`config.mk`:
```
export PLATFORM = sky130hd
export DESIGN_NAME = hsl_to_rgb
export DESIGN_NICKNAME = d
export VERILOG_FILES = /design/src/sv/h2r_pkg.sv /design/src/sv/hsl_to_rgb.sv
export SDC_FILE = /design/constraint.sdc
export NUM_CORES = 2
export LEC_CHECK = 0
export BUFFER_PORTS_ARGS = -buffer_cell sky130_fd_sc_hd__buf_2
export CAP_MARGIN = 40
export CELL_PAD_IN_SITES_DETAIL_PLACEMENT = 2
export CELL_PAD_IN_SITES_GLOBAL_PLACEMENT = 2
export CORE_ASPECT_RATIO = 0.75
export CORE_MARGIN = 2
export CORE_UTILIZATION = 40
export CTS_CLUSTER_DIAMETER = 50
export DETAILED_ROUTE_END_ITERATION = 8
export PLACE_DENSITY_LB_ADDON = 0.05
export SLEW_MARGIN = 10
export SYNTH_ARGS = -nofsm -noshare
export SYNTH_HDL_FRONTEND = slang
export SYNTH_SLANG_ARGS = --single-unit
```
`constraint.sdc`:
```
create_clock -name clk -period 7.3 [get_ports clk]
set_input_delay 0.73 -clock clk [delete_from_list [all_inputs] [get_ports clk]]
set_output_delay 0.73 -clock clk [all_outputs]
set_load 0.005 [all_outputs]
```
`src/sv/h2r_pkg.sv`:
```
`timescale 1ns / 1ps

package h2r_pkg;

    localparam int STAGES = 6;
    localparam int LANES  = 3;

    localparam logic [16:0] Q_ONE        = 17'd65536;
    localparam logic [16:0] Q_HALF       = 17'd32768;
    localparam logic [16:0] Q_THIRD      = 17'd21845;
    localparam logic [16:0] Q_TWO_THIRDS = 17'd43690;

    // ceil(2^32 / 360): hue * 65536 / 360 becomes a multiply and a shift
    localparam logic [23:0] HUE_RECIP = 24'd11930465;

    localparam logic [15:0] RISE_END = 16'd10923;
    localparam logic [15:0] HIGH_END = 16'd32768;
    localparam logic [15:0] FALL_END = 16'd43691;

    localparam logic [16:0] HUE_OFFSET [LANES] = '{Q_THIRD, 17'd0, Q_ONE - Q_THIRD};

    typedef enum logic [1:0] {
        SEG_RISE,
        SEG_HIGH,
        SEG_FALL,
        SEG_LOW
    } seg_t;

endpackage

```
`src/sv/hsl_to_rgb.sv`:
```
`timescale 1ns / 1ps

// HSL to RGB pixel converter.
// Request channel: hue_degrees, saturation, lightness with hsl_valid / hsl_ready.
// Result channel: red, green, blue with rgb_valid / rgb_ready.
// Saturation and lightness are 8-bit fractions (255 = 1.0); hue is in whole
// degrees, values of 360 and above wrap around the color circle.
// Zero saturation returns lightness on all three channels.
// A request passes five work stages and the output register before its result
// is valid. Throughput: one pixel per cycle while rgb_ready is high, set by the
// pipeline: every stage holds one pixel.
// Each stage loads when it is empty or when the stage after it moves, so
// bubbles close up and hsl_ready stays high while any stage is free.
// When the receiver holds rgb_ready low the result holds, stages fill behind it
// and hsl_ready drops once all six are full; nothing is lost or repeated.
// Reset clears all stage valid bits; rgb_valid is low after reset.
module hsl_to_rgb
    import h2r_pkg::*;
(
    input  logic       clk,
    input  logic       rst_n,
    input  logic       hsl_valid,
    output logic       hsl_ready,
    input  logic [8:0] hue_degrees,
    input  logic [7:0] saturation,
    input  logic [7:0] lightness,
    output logic       rgb_valid,
    input  logic       rgb_ready,
    output logic [7:0] red,
    output logic [7:0] green,
    output logic [7:0] blue
);

    logic [STAGES-1:0] vld_reg;
    logic [STAGES-1:0] vld_next;
    logic [STAGES-1:0] en;

    // stage 1
    logic [16:0] s1_sq_reg, s1_lq_reg, s1_hq_reg;
    logic        s1_zero_reg;
    logic [7:0]  s1_lit_reg;
    logic [16:0] sq_next, lq_next;
    logic [32:0] hue_prod;

    // stage 2
    logic [18:0] s2_prod_reg;
    logic        s2_low_reg;
    logic [16:0] s2_lq_reg, s2_sq_reg;
    logic        s2_zero_reg;
    logic [7:0]  s2_lit_reg;
    seg_t        s2_seg_reg [LANES];
    logic [15:0] s2_m_reg [LANES];
    logic        low_next;
    logic [17:0] hi_mult;
    logic [34:0] hi_prod;
    seg_t        seg_next [LANES];
    logic [15:0] m_next [LANES];

    // stage 3
    logic [16:0] s3_hi_reg, s3_lq_reg;
    logic        s3_zero_reg;
    logic [7:0]  s3_lit_reg;
    seg_t        s3_seg_reg [LANES];
    logic [15:0] s3_m_reg [LANES];
    logic [18:0] hi_sum, hi_wide;
    logic [16:0] hi_next;

    // stage 4
    logic [16:0] s4_lo_reg, s4_d_reg;
    logic        s4_zero_reg;
    logic [7:0]  s4_lit_reg;
    seg_t        s4_seg_reg [LANES];
    logic [15:0] s4_m_reg [LANES];
    logic [17:0] two_lq, lo_diff;
    logic [16:0] lo_next, d_next;

    // stage 5
    logic [16:0] s5_part_reg [LANES];
    logic [16:0] s5_lo_reg, s5_d_reg;
    logic        s5_zero_reg;
    logic [7:0]  s5_lit_reg;
    seg_t        s5_seg_reg [LANES];
    logic [32:0] part_prod [LANES];

    // output
    logic [7:0]  byte_reg [LANES];
    logic [7:0]  byte_next [LANES];
    logic        gray_reg;

    // ---------------- handshake ----------------
    always_comb
    begin
        en[STAGES-1] = !vld_reg[STAGES-1] || rgb_ready;
        for (int k = STAGES - 2; k >= 0; k--)
        begin
            en[k] = !vld_reg[k] || en[k+1];
        end
    end

    assign vld_next  = {vld_reg[STAGES-2:0], hsl_valid};
    assign hsl_ready = en[0];
    assign rgb_valid = vld_reg[STAGES-1];

    always_ff @(posedge clk or negedge rst_n)
    begin
        if (!rst_n)
        begin
            vld_reg <= '0;
        end
        else
        begin
            for (int k = 0; k < STAGES; k++)
            begin
                if (en[k])
                begin
                    vld_reg[k] <= vld_next[k];
                end
            end
        end
    end

    // ---------------- stage 1: scale to Q16 ----------------
    always_comb
    begin
        sq_next  = {1'b0, saturation, saturation} + 17'(saturation == 8'hFF);
        lq_next  = {1'b0, lightness, lightness} + 17'(lightness == 8'hFF);
        hue_prod = 33'(hue_degrees) * 33'(HUE_RECIP);
    end

    always_ff @(posedge clk)
    begin
        if (en[0])
        begin
            s1_sq_reg   <= sq_next;
            s1_lq_reg   <= lq_next;
            s1_hq_reg   <= hue_prod[32:16];
            s1_zero_reg <= (saturation == 8'd0);
            s1_lit_reg  <= lightness;
        end
    end

    // ---------------- stage 2: level product, channel segments ----------------
    always_comb
    begin
        logic [15:0] v;
        logic [15:0] fall_span;
        low_next = (s1_lq_reg < Q_HALF);
        hi_mult  = low_next ? (18'(Q_ONE) + 18'(s1_sq_reg)) : 18'(s1_sq_reg);
        hi_prod  = 35'(s1_lq_reg) * 35'(hi_mult);
        for (int i = 0; i < LANES; i++)
        begin
            v         = 16'(s1_hq_reg + HUE_OFFSET[i]);
            fall_span = 16'(Q_TWO_THIRDS - 17'(v));
            if (v < RISE_END)
            begin
                seg_next[i] = SEG_RISE;
                m_next[i]   = 16'(19'(v) * 19'd6);
            end
            else if (v < HIGH_END)
            begin
                seg_next[i] = SEG_HIGH;
                m_next[i]   = '0;
            end
            else if (v < FALL_END)
            begin
                seg_next[i] = SEG_FALL;
                m_next[i]   = 16'(19'(fall_span) * 19'd6);
            end
            else
            begin
                seg_next[i] = SEG_LOW;
                m_next[i]   = '0;
            end
        end
    end

    always_ff @(posedge clk)
    begin
        if (en[1])
        begin
            s2_prod_reg <= hi_prod[34:16];
            s2_low_reg  <= low_next;
            s2_lq_reg   <= s1_lq_reg;
            s2_sq_reg   <= s1_sq_reg;
            s2_zero_reg <= s1_zero_reg;
            s2_lit_reg  <= s1_lit_reg;
            for (int i = 0; i < LANES; i++)
            begin
                s2_seg_reg[i] <= seg_next[i];
                s2_m_reg[i]   <= m_next[i];
            end
        end
    end

    // ---------------- stage 3: high level ----------------
    always_comb
    begin
        hi_sum  = 19'(s2_lq_reg) + 19'(s2_sq_reg) - s2_prod_reg;
        hi_wide = s2_low_reg ? s2_prod_reg : hi_sum;
        hi_next = (hi_wide > 19'(Q_ONE)) ? Q_ONE : 17'(hi_wide);
    end

    always_ff @(posedge clk)
    begin
        if (en[2])
        begin
            s3_hi_reg   <= hi_next;
            s3_lq_reg   <= s2_lq_reg;
            s3_zero_reg <= s2_zero_reg;
            s3_lit_reg  <= s2_lit_reg;
            for (int i = 0; i < LANES; i++)
            begin
                s3_seg_reg[i] <= s2_seg_reg[i];
                s3_m_reg[i]   <= s2_m_reg[i];
            end
        end
    end

    // ---------------- stage 4: low level and span ----------------
    always_comb
    begin
        two_lq  = {s3_lq_reg, 1'b0};
        lo_diff = two_lq - 18'(s3_hi_reg);
        if (two_lq <= 18'(s3_hi_reg))
        begin
            lo_next = '0;
        end
        else if (lo_diff > 18'(Q_ONE))
        begin
            lo_next = Q_ONE;
        end
        else
        begin
            lo_next = 17'(lo_diff);
        end
        d_next = (s3_hi_reg > lo_next) ? (s3_hi_reg - lo_next) : '0;
    end

    always_ff @(posedge clk)
    begin
        if (en[3])
        begin
            s4_lo_reg   <= lo_next;
            s4_d_reg    <= d_next;
            s4_zero_reg <= s3_zero_reg;
            s4_lit_reg  <= s3_lit_reg;
            for (int i = 0; i < LANES; i++)
            begin
                s4_seg_reg[i] <= s3_seg_reg[i];
                s4_m_reg[i]   <= s3_m_reg[i];
            end
        end
    end

    // ---------------- stage 5: ramp products ----------------
    always_comb
    begin
        for (int i = 0; i < LANES; i++)
        begin
            part_prod[i] = 33'(s4_d_reg) * 33'(s4_m_reg[i]);
        end
    end

    always_ff @(posedge clk)
    begin
        if (en[4])
        begin
            s5_lo_reg   <= s4_lo_reg;
            s5_d_reg    <= s4_d_reg;
            s5_zero_reg <= s4_zero_reg;
            s5_lit_reg  <= s4_lit_reg;
            for (int i = 0; i < LANES; i++)
            begin
                s5_part_reg[i] <= part_prod[i][32:16];
                s5_seg_reg[i]  <= s4_seg_reg[i];
            end
        end
    end

    // ---------------- stage 6: ramp, scale to byte ----------------
    always_comb
    begin
        logic [17:0] ramp;
        logic [25:0] scaled;
        for (int i = 0; i < LANES; i++)
        begin
            case (s5_seg_reg[i])
                SEG_RISE: ramp = 18'(s5_lo_reg) + 18'(s5_part_reg[i]);
                SEG_HIGH: ramp = 18'(s5_lo_reg) + 18'(s5_d_reg);
                SEG_FALL: ramp = 18'(s5_lo_reg) + 18'(s5_part_reg[i]);
                SEG_LOW:  ramp = 18'(s5_lo_reg);
                default:  ramp = 18'(s5_lo_reg);
            endcase
            scaled = {ramp, 8'b0} - 26'(ramp);
            if (s5_zero_reg)
            begin
                byte_next[i] = s5_lit_reg;
            end
            else if (scaled[25:24] != 2'b00)
            begin
                byte_next[i] = 8'hFF;
            end
            else
            begin
                byte_next[i] = scaled[23:16];
            end
        end
    end

    always_ff @(posedge clk)
    begin
        if (en[5])
        begin
            gray_reg <= s5_zero_reg;
            for (int i = 0; i < LANES; i++)
            begin
                byte_reg[i] <= byte_next[i];
            end
        end
    end

    assign red   = byte_reg[0];
    assign green = byte_reg[1];
    assign blue  = byte_reg[2];

    // ---------------- assertions ----------------
    a_gray_equal: assert property (@(posedge clk) disable iff (!rst_n)
        rgb_valid && gray_reg |-> (red == green) && (green == blue))
        else $error("gray pixel with unequal channels");

    a_ready_when_empty: assert property (@(posedge clk) disable iff (!rst_n)
        !vld_reg[STAGES-1] |-> hsl_ready)
        else $error("request stalled with empty output stage");

    a_span_bound: assert property (@(posedge clk) disable iff (!rst_n)
        vld_reg[3] && !s4_zero_reg |-> (18'(s4_lo_reg) + 18'(s4_d_reg)) <= 18'(Q_ONE))
        else $error("level span exceeds one");

    a_hold_on_stall: assert property (@(posedge clk) disable iff (!rst_n)
        vld_reg[4] && vld_reg[5] && !rgb_ready |=> vld_reg[4] && vld_reg[5])
        else $error("pixel dropped during stall");

endmodule

```
Word-level counts from Yosys, hierarchy flattened
Memories as Yosys holds them, arrays and structs flattened.
Cells that the tools add are included.
Operators by class
  divide/modulo/power cells: 0
  add/subtract/negate cells: 19
  mux-type cells: 41
  bitwise gates (word level): 0
  reductions and logical operators: 22
  $mul: 11
  shift-type cells: 0
  magnitude comparators: 14
  eq/ne operators: 11
Operators by type and width (number)
  18-bit case mux with 3 select lines: 3
  16-bit 2-to-1 mux: 9
  17-bit by 16-bit multiplier with 33-bit output: 3
  16-bit < comparator, second input constant: 6
  16-bit by 2-bit multiplier with 15-bit output, second input constant: 6
  17-bit by 17-bit adder with 18-bit output: 5
  26-bit by 18-bit subtractor with 26-bit output: 3
  16-bit by 14-bit < comparator with 1-bit output, second input constant: 3
  8-bit 2-to-1 mux: 6
  16-bit subtractor, first input constant: 3
  17-bit by 18-bit multiplier with 35-bit output: 1
  16-bit by 1-bit adder with 17-bit output: 2
  17-bit 2-to-1 mux: 2
  9-bit by 24-bit multiplier with 32-bit output, second input constant: 1
  19-bit by 17-bit greater-than comparator with 1-bit output, second input constant: 1
  19-bit 2-to-1 mux: 1
  18-bit by 19-bit subtractor with 19-bit output: 1
  17-bit by 17-bit adder with 18-bit output, first input constant: 1
  18-bit by 17-bit greater-than comparator with 1-bit output, second input constant: 1
  18-bit by 17-bit <= comparator with 1-bit output: 1
  18-bit 2-to-1 mux: 1
  18-bit by 17-bit subtractor with 18-bit output: 1
  17-bit greater-than comparator: 1
  17-bit by 16-bit < comparator with 1-bit output, second input constant: 1
  other kinds (14): 55
Word-level totals
  input bits: 29
  latch bits: 0
  bits in registers: 257
  memory bits (writable): 243
  output and inout bits: 26
  memories kept: 9
  bits in read-only memories: 0
Memory list
  s5_part_reg: depth 3, width 17, rd ports 3, clocked after Yosys merged registers in 0, write ports 3, line hsl_to_rgb.sv:78  | logic [16:0] s5_part_reg [LANES];
  s2_m_reg: depth 3, width 16, rd ports 3, clocked after Yosys merged registers in 0, write ports 3, line hsl_to_rgb.sv:52  | logic [15:0] s2_m_reg [LANES];
  s3_m_reg: depth 3, width 16, rd ports 3, clocked after Yosys merged registers in 0, write ports 3, line hsl_to_rgb.sv:64  | logic [15:0] s3_m_reg [LANES];
  s4_m_reg: depth 3, width 16, rd ports 3, clocked after Yosys merged registers in 0, write ports 3, line hsl_to_rgb.sv:73  | logic [15:0] s4_m_reg [LANES];
  byte_reg: depth 3, width 8, rd ports 3, clocked after Yosys merged registers in 0, write ports 3, line hsl_to_rgb.sv:86  | logic [7:0] byte_reg [LANES];
  s2_seg_reg: depth 3, width 2, rd ports 3, clocked after Yosys merged registers in 0, write ports 3, line hsl_to_rgb.sv:51  | seg_t s2_seg_reg [LANES];
  +3 memories

Depth between registers and ports, before layout
  depth in word-level cells: 8
  mapped depth: 27
  depth with buffers taken out: 26

Least setup slack after synthesis
No wires, ideal clock.
  path kind: input to register
  from: input rgb_ready
  to: register s2_lit_reg[0], enable pin
  arrival: 5933 ps
  path slack: 343 ps
  setup time: 1024 ps
  stages on the path: 4
  path buffers: 0
  cells stage by stage: nor2b_1 nand3_1 nor2_1 nand2_1
Between the ends
  longest elaborated chain between the ends: 5
Ends and longest elaborated chain
  from (decl): line hsl_to_rgb.sv:28  | input logic rgb_ready,
  1-bit logical OR: line hsl_to_rgb.sv:93  | en[STAGES-1] = !vld_reg[STAGES-1] || rgb_ready;
  1-bit logical OR (2 in a row): line hsl_to_rgb.sv:96  | en[k] = !vld_reg[k] || en[k+1];
  via en[3]: line hsl_to_rgb.sv:36  | logic [STAGES-1:0] en;
  1-bit logical OR (2 in a row): line hsl_to_rgb.sv:96
  via en[1]: line hsl_to_rgb.sv:36
  to (signal assigned): line hsl_to_rgb.sv:186  | s2_lit_reg <= s1_lit_reg;
  to (decl): line hsl_to_rgb.sv:50  | logic [7:0] s2_lit_reg;
The timed path passes the listed nets, and every way through them passes these cells.
A chain may end at the register's enable or synchronous reset.

==> impl_metrics.json <==
{
  "fill_cells": 17500,
  "cts_made_buffers": 79,
  "hp-start": "hsl_valid",
  "worstReg2RegEnd": "s5_part_reg[0][33]$_DFFE_PP_",
  "syn_area_per_cell_um2": 9.67,
  "numPortBuffers": 54,
  "cap_viol_max_count": 0,
  "drt_pass1_iterations": 5,
  "final_antenna_net_count": 0,
  "worstPathMaxFanout": 9,
  "relSlewSlack_pct": 37.2,
  "cts.clk_slew.worst_paths_ns": 0.06,
  "slew_viol_final": 0,
  "setup_violations": 0,
  "yosysWarnings": 0,
  "clk_path_buf_depth": 3,
  "dieArea_um2": 169000,
  "vias_per_cell": 5.31,
  "finalCritPeriodShare_pct": 95.4,
  "fin_hold_ws_ns": 0.235,
  "layout_commonest_cell": "inv_1",
  "timing.final.hold_violations": 0,
  "arrival_ns": 7.40,
  "worst_pin_slew_ns": 0.942,
  "min_path_cells": 2,
  "synthFlopType": "edfxtp_1",
  "vias": 48700,
  "netlist_instances": 6851,
  "drive_gt1_share_pct": 6.23,
  "r2r.worst_path.cells": 23,
  "clock.fmax_mhz": 144,
  "final_net_count": 8624,
  "clock_sinks": 491,
  "routed_wl_mm": 215,
  "grt_usage_pct": 25.8,
  "start_util_pct": 40.2,
  "min_period_ns": 6.97,
  "synth_edf_count": 485,
  "drc": 0,
  "gp_congestion": 0.857,
  "synth.distinct_cells": 88,
  "hold_end": "vld_reg[0]$_DFFE_PN0P_",
  "gr-total-overflow": 0,
  "coreArea_um2": 165000,
  "chipHeight_um": 356,
  "cts_tree": "yes",
  "largest_register_ffs": 51,
  "status": "finished clean",
  "antenna_found_initial": 7,
  "r2r_setup_slack_ns": 0.33,
  "hold_path_class": "input pin to flip-flop",
  "die_x_um": 474,
  "clk_latency_ns": 0.70,
  "grt_pass1_vias": 55600,
  "root_buffer": "clkbuf_16",
  "syn2layout_area_growth_pct": 10.0,
  "startpoint_type": "flip-flop",
  "fin_skew_ns": 0.0285,
  "cts_htree_levels": 3,
  "ys_seq_elements": 491,
  "final_cell_mix": "inv_1, fa_1, nand2_1",
  "drt_iter0_markers": 2463,
  "synthesis.nets": 8529,
  "ys_seq_area_share_pct": 22.2,
  "grt_max_degree": 64,
  "setup_tns_ns": 0,
  "wl_per_cell_um": 23.4,
  "detailed_place_hpwl_mm": 176,
  "critPathRequiredTime_ns": 7.73,
  "end_kind": "flip-flop",
  "grt_first_pass_wirelength_mm": 337,
  "async_reset_ff_share_pct": 1.22,
  "postLayoutCoreUtil_pct": 44.3,
  "row_count": 129,
  "mappedNetlistArea_um2": 66200,
  "reg2reg_from": "s4_m_reg[0][22]$_DFFE_PP_",
  "setup_ws_ns": 0.333,
  "path_class": "flip-flop to flip-flop",
  "dp_slack_ns": -0.0479,
  "ios": 55
}
[final cells by class]
class / count / area [µm²] / share of cell area (%)
timing repair buffer: 244 / 2050 / 2.81
multi-input combinational: 4862 / 46000 / 63.1
antenna: 1 / 2.50 / 0.00343
inverter: 1268 / 4760 / 6.53
clock buffer: 88 / 2040 / 2.80
tap: 2161 / 2700 / 3.71
sequential: 491 / 14700 / 20.2
clock inverter: 58 / 623 / 0.855
[timing repair]
item | in CTS | in global routing
hold buffers | 1 | 0
pin swaps | 0 | 1
endpoints found under the setup margin | 1 | 22
buffers inserted | 0 | 7
gates resized for setup | 1 | 8
hold endpoints to repair | 6 | 0
[metrics by stage]
step | instances | area (µm²)
after CTS | 9163 | 72700
after global placement | 9005 | 69800
final | 9173 | 72900
after floorplan | 6851 | 66200
after detailed placement | 9016 | 70000
after global routing | 9172 | 72900
[how the worst max path moves through the flow]
stage / endpoint / start / cells past startpoint
5_1_grt: s5_part_reg[0][33]$_DFFE_PP_ / s4_m_reg[0][22]$_DFFE_PP_ / 23
3_3_place_gp: s5_part_reg[0][33]$_DFFE_PP_ / s4_m_reg[0][21]$_DFFE_PP_ / 23
4_1_cts: s5_part_reg[0][16]$_DFFE_PP_ / s4_d_reg[6]$_SDFFCE_PP0P_ / 26
3_5_place_dp: s5_part_reg[0][33]$_DFFE_PP_ / s4_m_reg[0][21]$_DFFE_PP_ / 23
2_1_floorplan: s2_lit_reg[0]$_DFFE_PP_ / rgb_ready / 4
6_report: s5_part_reg[0][33]$_DFFE_PP_ / s4_m_reg[0][22]$_DFFE_PP_ / 23
[cell families (layout without fill, tap and decap cells)]
group | Yosys count | in the layout | synth area share, %
xor gates and xnor gates | 308 | 308 | 4.09
other | 0 | 1 | 0
and+or+nand+nor | 1958 | 1958 | 14.5
buffers and inverters | 1498 | 1658 | 8.51
AOI/OAI and AO/OA | 917 | 917 | 9.25
adders and majority gates | 1649 | 1649 | 41.0
muxes | 30 | 30 | 0.468
DFF | 491 | 491 | 22.2
[metal layers]
metal  GRT usage (%)  share of wire (%)  up-vias
met5               0                  0        -
met4            4.13                1.4        0
met2            42.5                 46      634
li1                -                  -    22400
met1            37.1                 49    25600
met3            2.94                3.1      158
[worst max-delay path, stage by stage (launching register included)]
cell and delay (ns):
edfxtp_1 0.52, buf_4 0.23, and2_1 0.18, fa_1 0.50, inv_1 0.06, fa_1 0.54, inv_1 0.05, fa_1 0.56
fa_1 0.45, fa_1 0.54, inv_1 0.05, fa_1 0.54, inv_1 0.06, ha_1 0.29, a21o_1 0.13, a21oi_1 0.10
and4b_1 0.22, a21oi_2 0.27, a31oi_1 0.21, a2111o_1 0.44, and3_1 0.19, o31ai_2 0.29, a21oi_1 0.14, xnor2_1 0.13
[synthesized netlist by cell type (116+ instances only)]
cell	count	area share, %
fa_1	869	26
nor2_1	248	1.4
ha_1	780	15
a21oi_1	256	1.9
inv_1	1263	7.2
a21o_1	116	1.3
and2_1	524	4.9
xnor2_1	216	2.9
edfxtp_1	485	22
nand2_1	785	4.4
o21ai_0	137	1.0
clkbuf_1	225	1.3
Power is left out: the tool's default activity adds up to more than one toggle a clock period on the data nets, which glitch-free logic cannot reach.
